**src/rtl/core/lrep_pkg.sv**
```systemverilog
// Shared constants, codes and interface types of the LR expression evaluator.
package lrep_pkg;

   localparam int STACK_DEPTH = 64;
   localparam int ADDR_W      = $clog2(STACK_DEPTH);
   localparam int SP_W        = ADDR_W + 1;
   localparam int DATA_W      = 32;

   // token kinds
   localparam logic [2:0] TOK_INT   = 3'd0;
   localparam logic [2:0] TOK_PLUS  = 3'd1;
   localparam logic [2:0] TOK_TIMES = 3'd2;
   localparam logic [2:0] TOK_OPEN  = 3'd3;
   localparam logic [2:0] TOK_CLOSE = 3'd4;
   localparam logic [2:0] TOK_END   = 3'd5;

   // result status
   localparam logic [1:0] STAT_PENDING  = 2'd0;
   localparam logic [1:0] STAT_ACCEPT   = 2'd1;
   localparam logic [1:0] STAT_SYNTAX   = 2'd2;
   localparam logic [1:0] STAT_OVERFLOW = 2'd3;

   // reduction kinds, one per reducing LR state
   localparam logic [1:0] RED_INT   = 2'd0;   // E -> int
   localparam logic [1:0] RED_ADD   = 2'd1;   // E -> E + E
   localparam logic [1:0] RED_MUL   = 2'd2;   // E -> E * E
   localparam logic [1:0] RED_PAREN = 2'd3;   // E -> ( E )

   typedef struct packed {
      logic       latch;        // capture the incoming word
      logic       shift;        // push a terminal
      logic [3:0] shift_state;
      logic       shift_int;    // pushed value is the token value
      logic       reduce;       // perform one reduction
      logic [1:0] kind;
      logic       load_rsp;     // load the output register
      logic       clear;        // empty both stacks
      logic [1:0] status;
   } cmd_type;

   typedef struct packed {
      logic [3:0] top_state;
      logic [2:0] tok;
      logic       full;
      logic       red_ok;
   } stat_type;

endpackage

```
**src/rtl/core/lrep_dpath.sv**
```systemverilog
// Datapath: state and value stacks, top-of-stack registers, evaluator, output register.
module lrep_dpath (
   input  logic                          clock,
   input  logic                          reset,
   input  logic [2:0]                    req_cmd,
   input  logic [lrep_pkg::DATA_W-1:0]   req_int_value,
   input  lrep_pkg::cmd_type             cmd,
   output lrep_pkg::stat_type            stat,
   output logic [1:0]                    rsp_status,
   output logic [lrep_pkg::DATA_W-1:0]   rsp_result_value
);
   import lrep_pkg::*;

   logic [3:0]        state_mem [STACK_DEPTH];
   logic [DATA_W-1:0] value_mem [STACK_DEPTH];

   logic [SP_W-1:0]   sp_ff, sp_in;
   logic [3:0]        top_state_ff, top_state_in;
   logic [DATA_W-1:0] top_val_ff, top_val_in;
   logic [2:0]        tok_ff;
   logic [DATA_W-1:0] tok_val_ff;
   logic [3:0]        rd_state_ff;
   logic [DATA_W-1:0] rd_val_ff;
   logic [1:0]        rsp_status_ff;
   logic [DATA_W-1:0] rsp_value_ff;

   logic [SP_W-1:0]   red_n;
   logic [SP_W-1:0]   new_sp;
   logic [ADDR_W-1:0] state_raddr, val_raddr;
   logic [3:0]        below_state;
   logic [3:0]        goto_state;
   logic              goto_ok;
   logic [DATA_W-1:0] red_value;
   logic              wr_en;
   logic [ADDR_W-1:0] wr_addr;
   logic [3:0]        wr_state;
   logic [DATA_W-1:0] wr_value;

   assign red_n  = (cmd.kind == RED_INT) ? SP_W'(1) : SP_W'(3);
   assign new_sp = sp_ff - red_n;

   // read addresses: state below the popped symbols, value of the left operand or of the bracketed E
   always_comb begin
      state_raddr = ADDR_W'(new_sp - SP_W'(1));
      if (cmd.kind == RED_PAREN)
         val_raddr = ADDR_W'(sp_ff - SP_W'(2));
      else
         val_raddr = ADDR_W'(sp_ff - SP_W'(3));
   end

   assign below_state = (new_sp == '0) ? 4'd0 : rd_state_ff;

   always_comb begin
      goto_ok = 1'b1;
      unique case (below_state)
         4'd0:    goto_state = 4'd1;
         4'd2:    goto_state = 4'd6;
         4'd4:    goto_state = 4'd7;
         4'd5:    goto_state = 4'd8;
         default: begin
            goto_state = 4'd0;
            goto_ok    = 1'b0;
         end
      endcase
   end

   always_comb begin
      case (cmd.kind)
         RED_INT:   red_value = top_val_ff;
         RED_ADD:   red_value = rd_val_ff + top_val_ff;
         RED_MUL:   red_value = DATA_W'(rd_val_ff * top_val_ff);
         default:   red_value = rd_val_ff;
      endcase
   end

   assign stat.top_state = top_state_ff;
   assign stat.tok       = tok_ff;
   assign stat.full      = (sp_ff >= SP_W'(STACK_DEPTH));
   assign stat.red_ok    = (sp_ff >= red_n) && goto_ok;

   always_comb begin
      wr_en        = 1'b0;
      wr_addr      = sp_ff[ADDR_W-1:0];
      wr_state     = cmd.shift_state;
      wr_value     = cmd.shift_int ? tok_val_ff : '0;
      sp_in        = sp_ff;
      top_state_in = top_state_ff;
      top_val_in   = top_val_ff;
      if (cmd.clear) begin
         sp_in        = '0;
         top_state_in = 4'd0;
      end else if (cmd.shift) begin
         wr_en        = 1'b1;
         sp_in        = sp_ff + SP_W'(1);
         top_state_in = wr_state;
         top_val_in   = wr_value;
      end else if (cmd.reduce && stat.red_ok) begin
         wr_en        = 1'b1;
         wr_addr      = new_sp[ADDR_W-1:0];
         wr_state     = goto_state;
         wr_value     = red_value;
         sp_in        = new_sp + SP_W'(1);
         top_state_in = goto_state;
         top_val_in   = red_value;
      end
   end

   always_ff @(posedge clock) begin
      if (reset) begin
         sp_ff        <= '0;
         top_state_ff <= 4'd0;
      end else begin
         sp_ff        <= sp_in;
         top_state_ff <= top_state_in;
      end
   end

   always_ff @(posedge clock) begin
      top_val_ff <= top_val_in;
      if (cmd.latch) begin
         tok_ff     <= req_cmd;
         tok_val_ff <= req_int_value;
      end
      if (cmd.load_rsp) begin
         rsp_status_ff <= cmd.status;
         rsp_value_ff  <= (cmd.status == STAT_ACCEPT) ? top_val_ff : '0;
      end
   end

   // stack memories: one write port, one registered read port each
   always_ff @(posedge clock) begin
      if (wr_en) begin
         state_mem[wr_addr] <= wr_state;
         value_mem[wr_addr] <= wr_value;
      end
      rd_state_ff <= state_mem[state_raddr];
      rd_val_ff   <= value_mem[val_raddr];
   end

   assign rsp_status       = rsp_status_ff;
   assign rsp_result_value = rsp_value_ff;

endmodule

```
**src/rtl/core/lrep_ctrl.sv**
```systemverilog
// Controller: LR action decode and sequencing of shifts, reductions and results.
module lrep_ctrl (
   input  logic               clock,
   input  logic               reset,
   input  logic               req_valid,
   output logic               req_stall,
   output logic               rsp_valid,
   input  logic               rsp_stall,
   input  lrep_pkg::stat_type stat,
   output lrep_pkg::cmd_type  cmd
);
   import lrep_pkg::*;

   localparam logic [1:0] S_IDLE   = 2'd0;
   localparam logic [1:0] S_DECIDE = 2'd1;
   localparam logic [1:0] S_REDUCE = 2'd2;
   localparam logic [1:0] S_DONE   = 2'd3;

   localparam logic [1:0] ACT_ERROR  = 2'd0;
   localparam logic [1:0] ACT_SHIFT  = 2'd1;
   localparam logic [1:0] ACT_REDUCE = 2'd2;
   localparam logic [1:0] ACT_ACCEPT = 2'd3;

   logic [1:0] state_ff, state_in;
   logic [1:0] status_ff, status_in;
   logic       rsp_valid_ff, rsp_valid_in;
   logic [1:0] act;
   logic [3:0] shift_state;
   logic       opnd;
   logic [1:0] kind;
   logic       out_free;

   assign opnd = (stat.tok == TOK_PLUS) || (stat.tok == TOK_TIMES) ||
                 (stat.tok == TOK_CLOSE) || (stat.tok == TOK_END);

   // LR action table
   always_comb begin
      act         = ACT_ERROR;
      shift_state = 4'd0;
      unique case (stat.top_state) inside
         4'd0, 4'd2, 4'd4, 4'd5: begin
            if (stat.tok == TOK_INT) begin
               act         = ACT_SHIFT;
               shift_state = 4'd3;
            end else if (stat.tok == TOK_OPEN) begin
               act         = ACT_SHIFT;
               shift_state = 4'd2;
            end
         end
         4'd1: begin
            if (stat.tok == TOK_PLUS) begin
               act         = ACT_SHIFT;
               shift_state = 4'd4;
            end else if (stat.tok == TOK_TIMES) begin
               act         = ACT_SHIFT;
               shift_state = 4'd5;
            end else if (stat.tok == TOK_END) begin
               act = ACT_ACCEPT;
            end
         end
         4'd6: begin
            if (stat.tok == TOK_CLOSE) begin
               act         = ACT_SHIFT;
               shift_state = 4'd9;
            end else if (stat.tok == TOK_PLUS) begin
               act         = ACT_SHIFT;
               shift_state = 4'd4;
            end else if (stat.tok == TOK_TIMES) begin
               act         = ACT_SHIFT;
               shift_state = 4'd5;
            end
         end
         4'd7: begin
            if (stat.tok == TOK_TIMES) begin
               act         = ACT_SHIFT;
               shift_state = 4'd5;
            end else if (opnd) begin
               act = ACT_REDUCE;
            end
         end
         4'd3, 4'd8, 4'd9: begin
            if (opnd)
               act = ACT_REDUCE;
         end
         default: act = ACT_ERROR;
      endcase
   end

   always_comb begin
      unique case (stat.top_state)
         4'd3:    kind = RED_INT;
         4'd7:    kind = RED_ADD;
         4'd8:    kind = RED_MUL;
         default: kind = RED_PAREN;
      endcase
   end

   assign out_free = !rsp_valid_ff || !rsp_stall;

   always_comb begin
      state_in         = state_ff;
      status_in        = status_ff;
      rsp_valid_in     = rsp_valid_ff && rsp_stall;
      cmd              = '0;
      cmd.kind         = kind;
      cmd.shift_state  = shift_state;
      cmd.shift_int    = (stat.tok == TOK_INT);
      cmd.status       = status_ff;
      unique case (state_ff)
         S_IDLE: begin
            if (req_valid) begin
               cmd.latch = 1'b1;
               state_in  = S_DECIDE;
            end
         end
         S_DECIDE: begin
            unique case (act)
               ACT_SHIFT: begin
                  if (stat.full) begin
                     status_in = STAT_OVERFLOW;
                  end else begin
                     cmd.shift = 1'b1;
                     status_in = STAT_PENDING;
                  end
                  state_in = S_DONE;
               end
               ACT_REDUCE: state_in = S_REDUCE;
               ACT_ACCEPT: begin
                  status_in = STAT_ACCEPT;
                  state_in  = S_DONE;
               end
               default: begin
                  status_in = STAT_SYNTAX;
                  state_in  = S_DONE;
               end
            endcase
         end
         S_REDUCE: begin
            cmd.reduce = 1'b1;
            if (stat.red_ok) begin
               state_in = S_DECIDE;
            end else begin
               status_in = STAT_SYNTAX;
               state_in  = S_DONE;
            end
         end
         default: begin
            if (out_free) begin
               cmd.load_rsp = 1'b1;
               cmd.clear    = (status_ff != STAT_PENDING);
               rsp_valid_in = 1'b1;
               state_in     = S_IDLE;
            end
         end
      endcase
   end

   always_ff @(posedge clock) begin
      if (reset) begin
         state_ff     <= S_IDLE;
         status_ff    <= STAT_PENDING;
         rsp_valid_ff <= 1'b0;
      end else begin
         state_ff     <= state_in;
         status_ff    <= status_in;
         rsp_valid_ff <= rsp_valid_in;
      end
   end

   assign req_stall = (state_ff != S_IDLE);
   assign rsp_valid = rsp_valid_ff;

endmodule

```
**src/rtl/core/lr_expression_parser_evaluator.sv**
```systemverilog
// Top level of the LR arithmetic expression parser and evaluator.
// Each token passes IDLE, DECIDE and DONE, plus a REDUCE and a DECIDE for each of the
// reductions the token triggers; each reduction is one stack read plus one write.
// A new word is taken only back in IDLE, also while the last result still waits.
// Reset (synchronous, active high) empties the stacks and drops any pending result;
// stack memory contents are left as they are and never read before being written.
module lr_expression_parser_evaluator (
   input  logic                                 clock,
   input  logic                                 reset,
   input  logic                                 req_valid,
   output logic                                 req_stall,
   input  logic [2:0]                           req_cmd,
   input  logic signed [lrep_pkg::DATA_W-1:0]   req_int_value,
   output logic                                 rsp_valid,
   input  logic                                 rsp_stall,
   output logic [1:0]                           rsp_status,
   output logic signed [lrep_pkg::DATA_W-1:0]   rsp_result_value
);
   import lrep_pkg::*;

   // controller to datapath commands, datapath to controller flags
   cmd_type           cmd;
   stat_type          stat;
   logic [DATA_W-1:0] int_value;
   logic [DATA_W-1:0] result_value;

   assign int_value        = req_int_value;
   assign rsp_result_value = result_value;

   // controller: IDLE takes a word, DECIDE looks up the LR action for the top
   // state and token, REDUCE pops and pushes the goto state, DONE posts the result
   lrep_ctrl u_ctrl (
      .clock     (clock),
      .reset     (reset),
      .req_valid (req_valid),
      .req_stall (req_stall),
      .rsp_valid (rsp_valid),
      .rsp_stall (rsp_stall),
      .stat      (stat),
      .cmd       (cmd)
   );

   // datapath: stack memories, top-of-stack registers, add/multiply, output word
   lrep_dpath u_dpath (
      .clock            (clock),
      .reset            (reset),
      .req_cmd          (req_cmd),
      .req_int_value    (int_value),
      .cmd              (cmd),
      .stat             (stat),
      .rsp_status       (rsp_status),
      .rsp_result_value (result_value)
   );

endmodule
```
**config.mk**
```make
export PLATFORM = sky130hd
export DESIGN_NAME = lr_expression_parser_evaluator
export DESIGN_NICKNAME = d
export VERILOG_FILES = /design/src/rtl/core/lrep_pkg.sv /design/src/rtl/core/lrep_dpath.sv /design/src/rtl/core/lrep_ctrl.sv /design/src/rtl/core/lr_expression_parser_evaluator.sv
export SDC_FILE = /design/constraint.sdc
export NUM_CORES = 2
export LEC_CHECK = 0
export ABC_AREA = 1
export ABC_CLOCK_PERIOD_IN_PS = 10300
export BUFFER_PORTS_ARGS = -buffer_cell sky130_fd_sc_hd__clkbuf_2
export CAP_MARGIN = 20
export CORE_ASPECT_RATIO = 0.75
export CORE_MARGIN = 5
export CORE_UTILIZATION = 28
export CTS_CLUSTER_SIZE = 20
export DETAILED_ROUTE_END_ITERATION = 7
export PLACE_DENSITY = 0.46
export SYNTH_ARGS = -nofsm -noshare
export SYNTH_HDL_FRONTEND = slang
export SYNTH_HIERARCHICAL = 1
export SYNTH_SLANG_ARGS = --single-unit
```
**constraint.sdc**
```tcl
create_clock -name clock -period 10.3 [get_ports clock]
set_input_delay 2.575 -clock clock [delete_from_list [all_inputs] [get_ports clock]]
set_output_delay 2.575 -clock clock [all_outputs]
set_load 0.03 [all_outputs]
```
==> impl_metrics.toml <==
[global_routing]
grt_max_degree = 168
grt_pass1_wl_um = 579000
groute.usage.overall_pct = 18.6
grt_pass1_vias = 76900
overflow = 0
antenna_found_initial = 35

[drt]
dr_total_vias = 79600
routed_via_density = 5.11
drt-pass1-iter-count = 6
antenna_left = 0
wl_per_cell_um = 26.4
first_iter_violations = 9445
drc_errors = 0
wl_um = 411000

[worst_setup_path]
reg2reg_slack_ps = 1320
crit_required_ps = 11020
worstSetupPathType = "flop to flop"
worstSetupStartpointType = "flop"
timing.rr.end = "u_dpath/value_mem[22][30]"
setup.worst_path.start = "u_dpath/top_val_ff[4]"
cp_data_arrival_time_ps = 9700
endpoint_kind = "flop"
r2r-start = "u_dpath/top_val_ff[4]"
r2r_cells = 27
crit_path_max_fanout = 33

[clock_tree]
cts_setup_buffers = 0
hold_buffers = 0
ctsResizeCount = 0
clock_latency_ps = 950
htree_levels = 4
cts-root-buf = "clkbuf_16"
cts.path.max_buffers = 4
cts_tree = "yes"
clock_sinks = 2457
clk_pin_slew_ps = 70
numCtsBuffers = 242

[hold_path]
hold-path-endpoint = "u_dpath/rsp_status[1]"
hold_start = "u_ctrl/status_ff[1]"
worstHoldPathCells = 0
hold_class = "flop to flop"

[sta]
relSlewSlack_pct = 20.2
worst_slew_pin_slew_ps = 1190
post-route-min-period_ps = 8980
fmax_ghz = 0.111
grt_setup_unrepaired = "false"
whs_ps = 493
setup_violations = 0
slew_violations = 0
hold_viol = 0
finalClockSkew_ps = 116
timing.final.crit_share_pct = 87.2
fin_ws_ps = 1320
setup_tns_ps = 0

[floorplan]
start_util_pct = 28.1
ios = 75
core_um2 = 412000
die_w_um = 752
num_rows = 204
die-height_um = 567
die_area_um2 = 426000

[logic_synthesis]
muxShareOfSynthArea_pct = 0.0433
yosys.area.top_type = "edfxtp_1"
synthSimpleGateAreaFrac_pct = 12.0
async_flop_share_pct = 0
netlist_instances = 9947
yosysSeqAreaShare_pct = 63.3
synth_fp_nets = 10600
synth_compound_area_share_pct = 10.6
avgSynthCellArea_um2 = 11.6
synth-adder-area-share_pct = 8.85
synth_edf_count = 2405
ys_warn_count = 6
synth_top_area_share_pct = 62.4
ys_seq_elements = 2457
syn_area_um2 = 116000
synth-xor-area-share_pct = 0.273
synth_top_family_by_area = "simple AND/OR/NAND/NOR gates"
yosys_most_used_dff = "edfxtp_1"
synth_cell_types = 59
synth_area_leaders = "edfxtp_1 (62%), fa_1 (7.1%), nor2_1 (6.3%), o21ai_0 (3.9%), nand2_1 (3.9%)"

[place]
io_buffers = 74
place_area_um2 = 124000
post-dp-hpwl_um = 246000
place_ws_ps = 1450
gp_congestion = 0.920

[cells_and_area]
area_delta_synth_final_pct = 13.9
mostFrequentLayoutCells = "edfxtp_1 (2405), nor2_1 (1863), nand2_1 (1182)"
nets = 10500
nFillCells = 41100
multi_input_area_um2 = 37600
final_cell_area_um2 = 132000
seqCellArea_um2 = 73300
final_common_cell = "edfxtp_1"
drive_gt1_share_pct = 8.64

[status]
status = "completed"

[flow_run]
max_cap_viol_count = 0
-- metal layers --
layer | GRT usage, % | wire length [um] | share of wire [%] | vias to the layer above
met5 | 0 | 30 | 0.0073 | -
met4 | 4.13 | 9300 | 2.3 | 6
met3 | 3.73 | 35500 | 8.6 | 502
met2 | 27.8 | 177000 | 43 | 3230
met1 | 27.7 | 189000 | 46 | 41000
li1 | - | - | - | 34900
-- flip-flops by register name, summed over array words and instances, names as in the netlist --
signal	cells
u_ctrl/state_ff	2
u_dpath/state_mem	256
u_dpath/sp_ff	7
u_dpath/rsp_result_value	32
u_dpath/tok_ff	3
u_ctrl/rsp_valid	1
u_dpath/rsp_status	2
u_dpath/tok_val_ff	32
u_ctrl/status_ff	2
u_dpath/rd_state_ff	4
u_dpath/top_val_ff	32
u_dpath/rd_val_ff	32
u_dpath/top_state_ff	4
u_dpath/value_mem	2048
-- worst max-delay path: stages, from the launching register on --
cell and delay, ps:
edfxtp_1 870, buf_4 370, nand2_1 110, fa_1 530, inv_1 50, fa_1 480, inv_1 50, fa_1 470
inv_1 60, fa_1 510, fa_1 530, inv_1 60, fa_1 530, inv_1 50, fa_1 500, fa_1 480
ha_1 410, inv_1 140, nor3_1 290, nand4_1 180, nor4_1 210, nand2_1 140, nand3_1 110, nand3_1 220
nand4_1 200, nor2_1 80, a21oi_4 810, buf_12 280
-- stage by stage --
step	utilization, %	instances
floorplan	-	9947
global placement	30.0	15100
detailed placement	30.1	15100
CTS	32.0	15600
global route	32.0	15600
finish	32.0	15600
-- kinds of logic (layout without fill, tap and decap cells) --
family,after synthesis,count (layout)
simple gates,3494,3494
flops,2457,2457
compound gates,1860,1860
buf+inv,1526,1682
fa+ha+maj,572,572
xor+xnor,33,33
mux,5,5
other cells,0,9
-- worst max path at each step --
stage | to | slack (ps)
6_report | u_dpath/value_mem[22][30] | 1320
5_1_grt | u_dpath/value_mem[3][30] | 970
4_1_cts | u_dpath/value_mem[4][25] | 1450
3_5_place_dp | u_dpath/value_mem[17][25] | 1450
3_3_place_gp | u_dpath/value_mem[28][23] | 1190
2_1_floorplan | u_dpath/value_mem[0][23] | 820
-- area by class of cell --
class	count	area share (%)
repair buffers	340	2.16
well taps	5459	5.18
clock inverters	136	1.09
multi-input cells	5964	28.5
clock buffers	302	4.82
diodes	9	0.0171
inverters	904	2.60
flip-flops and latches	2457	55.6
-- cells in the mapped netlist (8+ instances only) --
library cell     n
o21ai_0        901
a31oi_1         14
nor3_1          14
buf_1           46
nand4_1         52
a21oi_1        119
o211ai_1        42
o21bai_1        40
a21o_1           8
o32ai_1        481
or2_2           16
inv_2           10
nor4_1           8
dfxtp_1         52
xor2_1          20
a22oi_1         64
nand3_2         16
clkbuf_1       561
o311ai_0        32
nand3_1        217
fa_1           410
nand2_1       1192
buf_2           10
nor2_1        1935
o221ai_1       110
edfxtp_1      2405
inv_1          889
xnor2_1         11
o2111ai_1       12
nand3b_1        13
ha_1           162
nand2_2         13
o21ai_2          8
Power is left out: the tool's default activity adds up to more than one toggle a clock period on the data nets, which glitch-free logic cannot reach.
